$ cat config.mk
export PLATFORM = sky130hd
export DESIGN_NAME = bounded_unique_list_engine_core
export DESIGN_NICKNAME = d
export VERILOG_FILES = /design/src/rtl/core/bule_pkg.sv /design/src/rtl/core/bule_front.sv /design/src/rtl/core/bule_exec.sv /design/src/rtl/core/bounded_unique_list_engine_core.sv
export SDC_FILE = /design/constraint.sdc
export NUM_CORES = 2
export LEC_CHECK = 0
export BUFFER_PORTS_ARGS = -buffer_cell sky130_fd_sc_hd__clkbuf_2
export CORE_MARGIN = 1.5
export CORE_UTILIZATION = 47
export CTS_BUF_LIST = sky130_fd_sc_hd__clkbuf_4
export DETAILED_ROUTE_END_ITERATION = 7
export PLACE_DENSITY = 0.7
export SLEW_MARGIN = 10
export SYNTH_ARGS = -nofsm -noshare
export SYNTH_HDL_FRONTEND = slang
export SYNTH_SLANG_ARGS = --single-unit
$ cat constraint.sdc
create_clock -name clk -period 12.1 [get_ports clk]
set_input_delay 0 -clock clk [delete_from_list [all_inputs] [get_ports clk]]
set_output_delay 0 -clock clk [all_outputs]
set_load 0.1 [all_outputs]
$ cat src/rtl/core/bule_pkg.sv
// Package for the bounded unique list engine: command and status codes,
// the command queue transaction type and the executor state type. No dependencies.
`default_nettype none
package bule_pkg;
    typedef enum logic [2:0] {
        CMD_INS_FRONT = 3'd0,
        CMD_APPEND    = 3'd1,
        CMD_INS_SORT  = 3'd2,
        CMD_SEARCH    = 3'd3,
        CMD_MODIFY    = 3'd4,
        CMD_DELETE    = 3'd5,
        CMD_SORT      = 3'd6,
        CMD_NOP       = 3'd7
    } cmd_t;

    typedef enum logic [1:0] {
        ST_OK      = 2'd0,
        ST_FULL    = 2'd1,
        ST_PRESENT = 2'd2,
        ST_MISSING = 2'd3
    } status_t;

    typedef struct packed {
        cmd_t        cmd;
        logic [31:0] value;
        logic [31:0] new_value;
    } req_t;

    typedef enum logic [3:0] {
        S_IDLE,
        S_FIND,
        S_SORT,
        S_SCAN,
        S_SHR,
        S_SHL,
        S_DONE
    } state_t;
endpackage
`default_nettype wire

$ cat src/rtl/core/bule_front.sv
// Front end: a two-entry command queue between the push side and the executor.
// Depends on bule_pkg.
`default_nettype none
module bule_front
    import bule_pkg::*;
(
    input  wire logic  clk,
    input  wire logic  rst_n,
    input  wire logic  push,
    output logic       full,
    input  wire req_t  req_in,
    output logic       req_valid,
    input  wire logic  req_take,
    output req_t       req_out
);
    req_t       slot_reg [2];
    logic       rd_reg, wr_reg;
    logic [1:0] cnt_reg;
    logic       do_push, do_pop;

    assign full      = (cnt_reg == 2'd2);
    assign req_valid = (cnt_reg != 2'd0);
    assign req_out   = slot_reg[rd_reg];
    assign do_push   = push && !full;
    assign do_pop    = req_take && req_valid;

    always_ff @(posedge clk)
    begin
        if (do_push)
        begin
            slot_reg[wr_reg] <= req_in;
        end
    end

    always_ff @(posedge clk or negedge rst_n)
    begin
        if (!rst_n)
        begin
            rd_reg  <= 1'b0;
            wr_reg  <= 1'b0;
            cnt_reg <= 2'd0;
        end
        else
        begin
            if (do_push) wr_reg <= !wr_reg;
            if (do_pop)  rd_reg <= !rd_reg;
            cnt_reg <= cnt_reg + {1'b0, do_push} - {1'b0, do_pop};
        end
    end
endmodule
`default_nettype wire

$ cat src/rtl/core/bule_exec.sv
// Back end: list store and sequencer that walks entries one per cycle,
// plus a one-entry result register. Depends on bule_pkg.
`default_nettype none
module bule_exec
    import bule_pkg::*;
#(
    parameter int CAPACITY = 16
)
(
    input  wire logic    clk,
    input  wire logic    rst_n,
    input  wire logic    req_valid,
    output logic         req_take,
    input  wire req_t    req,
    output logic         empty,
    input  wire logic    pop,
    output logic [1:0]   status,
    output logic [3:0]   position,
    output logic [4:0]   count
);
    localparam int IW = (CAPACITY > 1) ? $clog2(CAPACITY) : 1;
    // at least as wide as the count port so the result slices always exist
    localparam int CW = ($clog2(CAPACITY + 1) > 5) ? $clog2(CAPACITY + 1) : 5;

    logic [31:0]   mem [CAPACITY];
    state_t        state_reg, state_next;
    req_t          cur_reg, cur_next;
    logic [CW-1:0] cnt_reg, cnt_next;
    logic [CW-1:0] idx_reg, idx_next;    // walk pointer
    logic [CW-1:0] lim_reg, lim_next;    // sort pass limit
    logic          swp_reg, swp_next;    // swap seen in this pass
    logic [CW-1:0] pos_reg, pos_next;
    logic [CW-1:0] k_reg, k_next;
    logic          rv_reg;
    logic [1:0]    rs_reg;
    logic [3:0]    rp_reg;
    logic [4:0]    rc_reg;

    logic          mw_en;
    logic [IW-1:0] mw_addr;
    logic [31:0]   mw_data;
    logic          mw2_en;
    logic [IW-1:0] mw2_addr;
    logic [31:0]   mw2_data;
    logic          res_load;
    status_t       res_st;
    logic [CW-1:0] res_pos;

    logic [31:0]   ra, rb;
    logic [IW-1:0] ia, ib;
    logic          is_ins;

    assign ia = idx_reg[IW-1:0];
    assign ib = ia + IW'(1);
    assign ra = mem[ia];
    assign rb = mem[ib];
    assign is_ins = (cur_reg.cmd == CMD_INS_FRONT) || (cur_reg.cmd == CMD_APPEND)
                 || (cur_reg.cmd == CMD_INS_SORT);

    assign empty    = !rv_reg;
    assign status   = rs_reg;
    assign position = rp_reg;
    assign count    = rc_reg;

    always_comb
    begin
        state_next = state_reg;
        cur_next   = cur_reg;
        cnt_next   = cnt_reg;
        idx_next   = idx_reg;
        lim_next   = lim_reg;
        swp_next   = swp_reg;
        pos_next   = pos_reg;
        k_next     = k_reg;
        req_take   = 1'b0;
        mw_en = 1'b0; mw_addr = ia; mw_data = ra;
        mw2_en = 1'b0; mw2_addr = ib; mw2_data = rb;
        res_load = 1'b0; res_st = ST_OK; res_pos = '0;
        case (state_reg)
            S_IDLE:
            begin
                if (req_valid && !rv_reg)
                begin
                    req_take = 1'b1;
                    cur_next = req;
                    idx_next = '0;
                    case (req.cmd)
                        CMD_INS_FRONT, CMD_APPEND, CMD_INS_SORT:
                        begin
                            if (cnt_reg == CW'(CAPACITY))
                            begin
                                res_load = 1'b1; res_st = ST_FULL;
                            end
                            else
                            begin
                                state_next = S_FIND;
                            end
                        end
                        CMD_SEARCH, CMD_MODIFY, CMD_DELETE: state_next = S_FIND;
                        CMD_SORT:
                        begin
                            lim_next = cnt_reg; swp_next = 1'b0; state_next = S_SORT;
                        end
                        default: res_load = 1'b1;
                    endcase
                end
            end
            S_FIND:
            begin
                if (idx_reg == cnt_reg)
                begin
                    // not present
                    if (!is_ins)
                    begin
                        res_load = 1'b1; res_st = ST_MISSING; state_next = S_IDLE;
                    end
                    else if (cur_reg.cmd == CMD_INS_FRONT)
                    begin
                        pos_next = '0; k_next = cnt_reg; state_next = S_SHR;
                    end
                    else if (cur_reg.cmd == CMD_APPEND)
                    begin
                        pos_next = cnt_reg; k_next = cnt_reg; state_next = S_SHR;
                    end
                    else
                    begin
                        idx_next = '0; lim_next = cnt_reg; swp_next = 1'b0;
                        state_next = S_SORT;
                    end
                end
                else if (ra == cur_reg.value)
                begin
                    pos_next = idx_reg;
                    case (cur_reg.cmd)
                        CMD_SEARCH:
                        begin
                            res_load = 1'b1; res_pos = idx_reg; state_next = S_IDLE;
                        end
                        CMD_MODIFY:
                        begin
                            mw_en = 1'b1; mw_data = cur_reg.new_value;
                            res_load = 1'b1; res_pos = idx_reg; state_next = S_IDLE;
                        end
                        CMD_DELETE: state_next = S_SHL;
                        default:
                        begin
                            res_load = 1'b1; res_st = ST_PRESENT; state_next = S_IDLE;
                        end
                    endcase
                end
                else
                begin
                    idx_next = idx_reg + CW'(1);
                end
            end
            S_SORT:
            begin
                // one compare-swap of neighbours per cycle; pass ends at lim
                if (lim_reg <= CW'(1) || idx_reg + CW'(1) >= lim_reg)
                begin
                    if (lim_reg <= CW'(1) || !swp_reg)
                    begin
                        if (cur_reg.cmd == CMD_SORT)
                        begin
                            res_load = 1'b1; state_next = S_IDLE;
                        end
                        else
                        begin
                            idx_next = '0; state_next = S_SCAN;
                        end
                    end
                    else
                    begin
                        lim_next = lim_reg - CW'(1); idx_next = '0; swp_next = 1'b0;
                    end
                end
                else
                begin
                    if ($signed(rb) < $signed(ra))
                    begin
                        mw_en = 1'b1; mw_data = rb;
                        mw2_en = 1'b1; mw2_data = ra;
                        swp_next = 1'b1;
                    end
                    idx_next = idx_reg + CW'(1);
                end
            end
            S_SCAN:
            begin
                if (idx_reg < cnt_reg && $signed(ra) < $signed(cur_reg.value))
                begin
                    idx_next = idx_reg + CW'(1);
                end
                else
                begin
                    pos_next = idx_reg; k_next = cnt_reg; state_next = S_SHR;
                end
            end
            S_SHR:
            begin
                if (k_reg == pos_reg)
                begin
                    mw_en = 1'b1; mw_addr = pos_reg[IW-1:0]; mw_data = cur_reg.value;
                    cnt_next = cnt_reg + CW'(1);
                    state_next = S_DONE;
                end
                else
                begin
                    mw_en = 1'b1; mw_addr = k_reg[IW-1:0];
                    mw_data = mem[k_reg[IW-1:0] - IW'(1)];
                    k_next = k_reg - CW'(1);
                end
            end
            S_SHL:
            begin
                if (idx_reg + CW'(1) >= cnt_reg)
                begin
                    cnt_next = cnt_reg - CW'(1);
                    state_next = S_DONE;
                end
                else
                begin
                    mw_en = 1'b1; mw_data = rb;
                    idx_next = idx_reg + CW'(1);
                end
            end
            S_DONE:
            begin
                res_load = 1'b1; res_pos = pos_reg; state_next = S_IDLE;
            end
            default: state_next = S_IDLE;
        endcase
    end

    always_ff @(posedge clk)
    begin
        if (mw_en)  mem[mw_addr]  <= mw_data;
        if (mw2_en) mem[mw2_addr] <= mw2_data;
        cur_reg <= cur_next;
        idx_reg <= idx_next;
        lim_reg <= lim_next;
        swp_reg <= swp_next;
        pos_reg <= pos_next;
        k_reg   <= k_next;
        if (res_load)
        begin
            rs_reg <= res_st;
            rp_reg <= (res_st == ST_OK) ? res_pos[3:0] : 4'd0;
            rc_reg <= (state_reg == S_DONE) ? cnt_reg[4:0] : cnt_next[4:0];
        end
    end

    always_ff @(posedge clk or negedge rst_n)
    begin
        if (!rst_n)
        begin
            state_reg <= S_IDLE;
            cnt_reg   <= '0;
            rv_reg    <= 1'b0;
        end
        else
        begin
            state_reg <= state_next;
            cnt_reg   <= cnt_next;
            if (res_load)          rv_reg <= 1'b1;
            else if (pop && rv_reg) rv_reg <= 1'b0;
        end
    end
endmodule
`default_nettype wire

$ cat src/rtl/core/bounded_unique_list_engine_core.sv
// Top level of the bounded unique list engine: command queue front end and
// sequenced list executor. Depends on bule_pkg, bule_front, bule_exec.
`default_nettype none
// Bounded list of unique signed 32-bit values. Each pushed transaction
// (command, value, new_value) yields exactly one result (status, position,
// count), in order. A two-entry command queue takes transactions while the
// executor works; the executor holds the list in a CAPACITY-entry store and
// walks it one entry per cycle. Search and modify scan for the value; delete
// and inserts scan, then shift entries; sort (and sorted insert) runs a bubble
// sort at one compare-swap per cycle. A new command starts once the previous
// result has been popped.
module bounded_unique_list_engine_core
    import bule_pkg::*;
#(
    parameter int CAPACITY = 16
)
(
    input  wire logic        clk,
    input  wire logic        rst_n,
    input  wire logic        push,
    output logic             full,
    input  wire logic [2:0]  command,
    input  wire logic signed [31:0] value,
    input  wire logic signed [31:0] new_value,
    output logic             empty,
    input  wire logic        pop,
    output logic [1:0]       status,
    output logic [3:0]       position,
    output logic [4:0]       count
);
    req_t req_in, req_q;
    logic req_valid, req_take;

    assign req_in.cmd       = cmd_t'(command);
    assign req_in.value     = value;
    assign req_in.new_value = new_value;

    bule_front u_front (
        .clk(clk), .rst_n(rst_n), .push(push), .full(full), .req_in(req_in),
        .req_valid(req_valid), .req_take(req_take), .req_out(req_q)
    );

    bule_exec #(.CAPACITY(CAPACITY)) u_exec (
        .clk(clk), .rst_n(rst_n), .req_valid(req_valid), .req_take(req_take),
        .req(req_q), .empty(empty), .pop(pop), .status(status),
        .position(position), .count(count)
    );
endmodule
`default_nettype wire
==> qor.yml <==
clocking:
  cts_root_buf: "clkbuf_4"
  ctsResizeCount: 0
  post_cts_buffers: 0
  clk_pin_slew_worst_paths_ns: 0.08
  clkLatencyLatePin_ns: 1.20
  htreeDepth: 4
  cts_tree: "built"
  numCtsBuffers: 195
  clock-sinks: 762
  cts_hold_buf: 141
  clockBufferDepth: 3
synthesis:
  synth_seq_area_share: 0.476
  avgSynthCellArea_sq_um: 14.5
  yosys-top-cells-count: "edfxtp_1, mux2i_1, mux4_2, clkbuf_1, a21oi_1"
  ys_types: 65
  ys.flop_type: "edfxtp_1"
  synth_top_cells_by_area: "edfxtp_1, mux4_2, mux2i_1"
  synth_edf_count: 745
  ys_ff_latch: 762
  yosysWarnings: 0
  yosysTopAreaCell: "edfxtp_1"
  synthesis.area_sq_um: 47900
  postSynth.asyncResetShare: 0.0171
  synth_top_area_share: 0.467
  synth_cells: 3293
  syn_nets: 3455
  yosysMostFrequentCell: "edfxtp_1"
hold_path:
  hold_class: "input pin to register"
  whs_path_depth: 3
  hold_start: "value[24]"
  holdPathEnd: "u_front.slot_reg[0][56]$_DFFE_PP_"
route:
  via_count: 35600
  avgViaCountPerCell: 7.13
  ant_nets: 0
  drt_wl_total_um: 167000
  drc: 0
  wl_per_cell_um: 33.4
  drt_pass1_iterations: 6
  drt_iter0_drc: 5796
setup_path:
  r2r_setup_slack_ns: 2.64
  crit_path_max_fanout: 30
  rr_startpoint: "u_exec.idx_reg[0]$_DFFE_PP_"
  rr_endpoint: "u_exec.mem[2][25]$_DFFE_PP_"
  rr_worst_depth: 19
  cp-end-kind: "register"
  crit_required_ns: 12.86
  start_kind: "register"
  critPathKind: "register to register"
  critPathLaunch: "u_exec.idx_reg[0]$_DFFE_PP_"
  arrival_ns: 10.22
cells_and_area:
  largest_reg_flops: 512
  fin_cells: 4992
  n_fill_cell: 8236
  postLayoutCoreUtil: 0.540
  layout.nets: 3644
  area_delta_synth_final_pct: 13.3
  drive_above_1_share: 0.317
global_route:
  grt_pass1_vias: 35200
  grt_max_degree: 72
  grt_pass1_wl_um: 242000
  track_usage: 0.322
  antenna_found_initial: 4
  grt-ovfl-total: 0
place:
  dp.cells: 4501
  dpl.hpwl_um: 101000
  dp_worst_setup_slack_ns: 3.06
  place_congestion: 0.986
  port_buffers: 83
floorplanning:
  die_y_um: 322
  die_w_um: 322
  num_rows: 116
  io_pins: 84
  fp.coreArea_sq_um: 100000
  dieArea_sq_um: 104000
  start_util: 0.477
timing:
  setup_ws_ns: 2.64
  setup_viol: 0
  clock.fmax_mhz: 106
  timing.slew.headroom: 0.0758
  period_minus_slack_ns: 9.46
  slew_violations: 0
  fin_crit_sh: 0.781
  setup_tns_ns: 0
  hold_viol: 0
  worstMarginPinSlew_ns: 1.35
  fin_skew_ns: 0.106
  rsz0062_at_grt: "false"
run_status:
  status: "complete, no violations"
flow_run:
  maxCapViolCount: 0
## stage by stage
step	cell area, sq um	hold WS [ns]
floorplan	47900	-0.296
global placement	50200	-0.0773
detailed placement	50200	-0.0638
CTS	54100	0.0339
global route	54200	0.0681
finish	54200	0.0817
## worst max path at each step
| stage | depth (start not counted) | endpoint |
|---|---|---|
| after floorplan | 22 | u_exec.mem[3][0]$_DFFE_PP_ |
| after global placement | 20 | u_exec.mem[2][22]$_DFFE_PP_ |
| after detailed placement | 19 | u_exec.mem[2][25]$_DFFE_PP_ |
| after CTS | 19 | u_exec.mem[2][23]$_DFFE_PP_ |
| after global routing | 19 | u_exec.mem[2][25]$_DFFE_PP_ |
| final | 19 | u_exec.mem[2][25]$_DFFE_PP_ |
## metal layers
| metal | vias up | global-route usage | wire length, um |
|---|---|---|---|
| li1 | 14100 | - | - |
| met4 | 2 | 0.213 | 12600 |
| met1 | 17800 | 0.404 | 58300 |
| met5 | - | 0 | 16 |
| met2 | 3038 | 0.483 | 74700 |
| met3 | 665 | 0.100 | 21300 |
## cell families (layout without fill, tap and decap cells)
logic type               Yosys count  after routing  synth area share
multiplexers                    1064           1064             0.342
flip-flops                       762            762             0.476
AO/OA/AOI/OAI                    558            558            0.0822
buffers and inverters            443            776            0.0368
AND/OR/NAND/NOR                  349            349            0.0348
adder cells (fa/ha/maj)           91             91            0.0238
XOR/XNOR                          26             26           0.00476
other                              0              9                 0
## worst max-delay path: stages (launching register included)
cell and delay [ns]:
edfxtp_1 0.35, buf_4 0.44, inv_1 0.26, ha_4 0.75
buf_4 0.55, mux4_2 0.58, mux4_2 0.57, ha_1 0.33
nand4_1 0.18, nor3_1 0.58, and3_1 0.30, o2111ai_1 0.14
o211ai_1 0.58, o211ai_1 0.19, buf_4 0.24, nand2_1 0.42
buf_4 0.51, nor2_4 0.31, o32ai_4 1.13, buf_4 0.56
## area by class of cell
class	instances	area (sq um)	share of cell area
timing repair buffer	334	2680	0.0494
clock buffer	279	2090	0.0386
clock inverter	62	407	0.00750
tap	1357	1700	0.0313
inverter	101	382	0.00704
antenna	9	22.5	0.000415
sequential	762	22800	0.420
multi-input combinational	2088	24100	0.445
## cells in the final DEF (no fill, tap or decap), types with 11 or more instances in the layout
| cell type | n |
|---|---|
| a2111o_1 | 30 |
| a211oi_1 | 64 |
| a21o_1 | 17 |
| a21oi_1 | 116 |
| a221o_1 | 32 |
| a31o_2 | 30 |
| a31oi_1 | 46 |
| buf_4 | 108 |
| clkbuf_2 | 83 |
| clkbuf_4 | 279 |
| clkinv_1 | 36 |
| dfrtp_1 | 12 |
| dlygate4sd3_1 | 141 |
| edfxtp_1 | 745 |
| ha_1 | 89 |
| inv_1 | 98 |
| mux2_2 | 68 |
| mux2i_1 | 531 |
| mux2i_2 | 17 |
| mux4_2 | 448 |
| nand2_1 | 64 |
| nand2b_1 | 11 |
| nand3_1 | 92 |
| nand4_1 | 11 |
| nor2_1 | 82 |
| nor3_1 | 36 |
| o2111ai_4 | 13 |
| o21ai_0 | 97 |
| o2bb2ai_1 | 15 |
| o2bb2ai_2 | 16 |
| o31ai_4 | 14 |
| xnor2_1 | 15 |
Power is left out: the tool's default activity adds up to more than one toggle a clock period on the data nets, which glitch-free logic cannot reach.
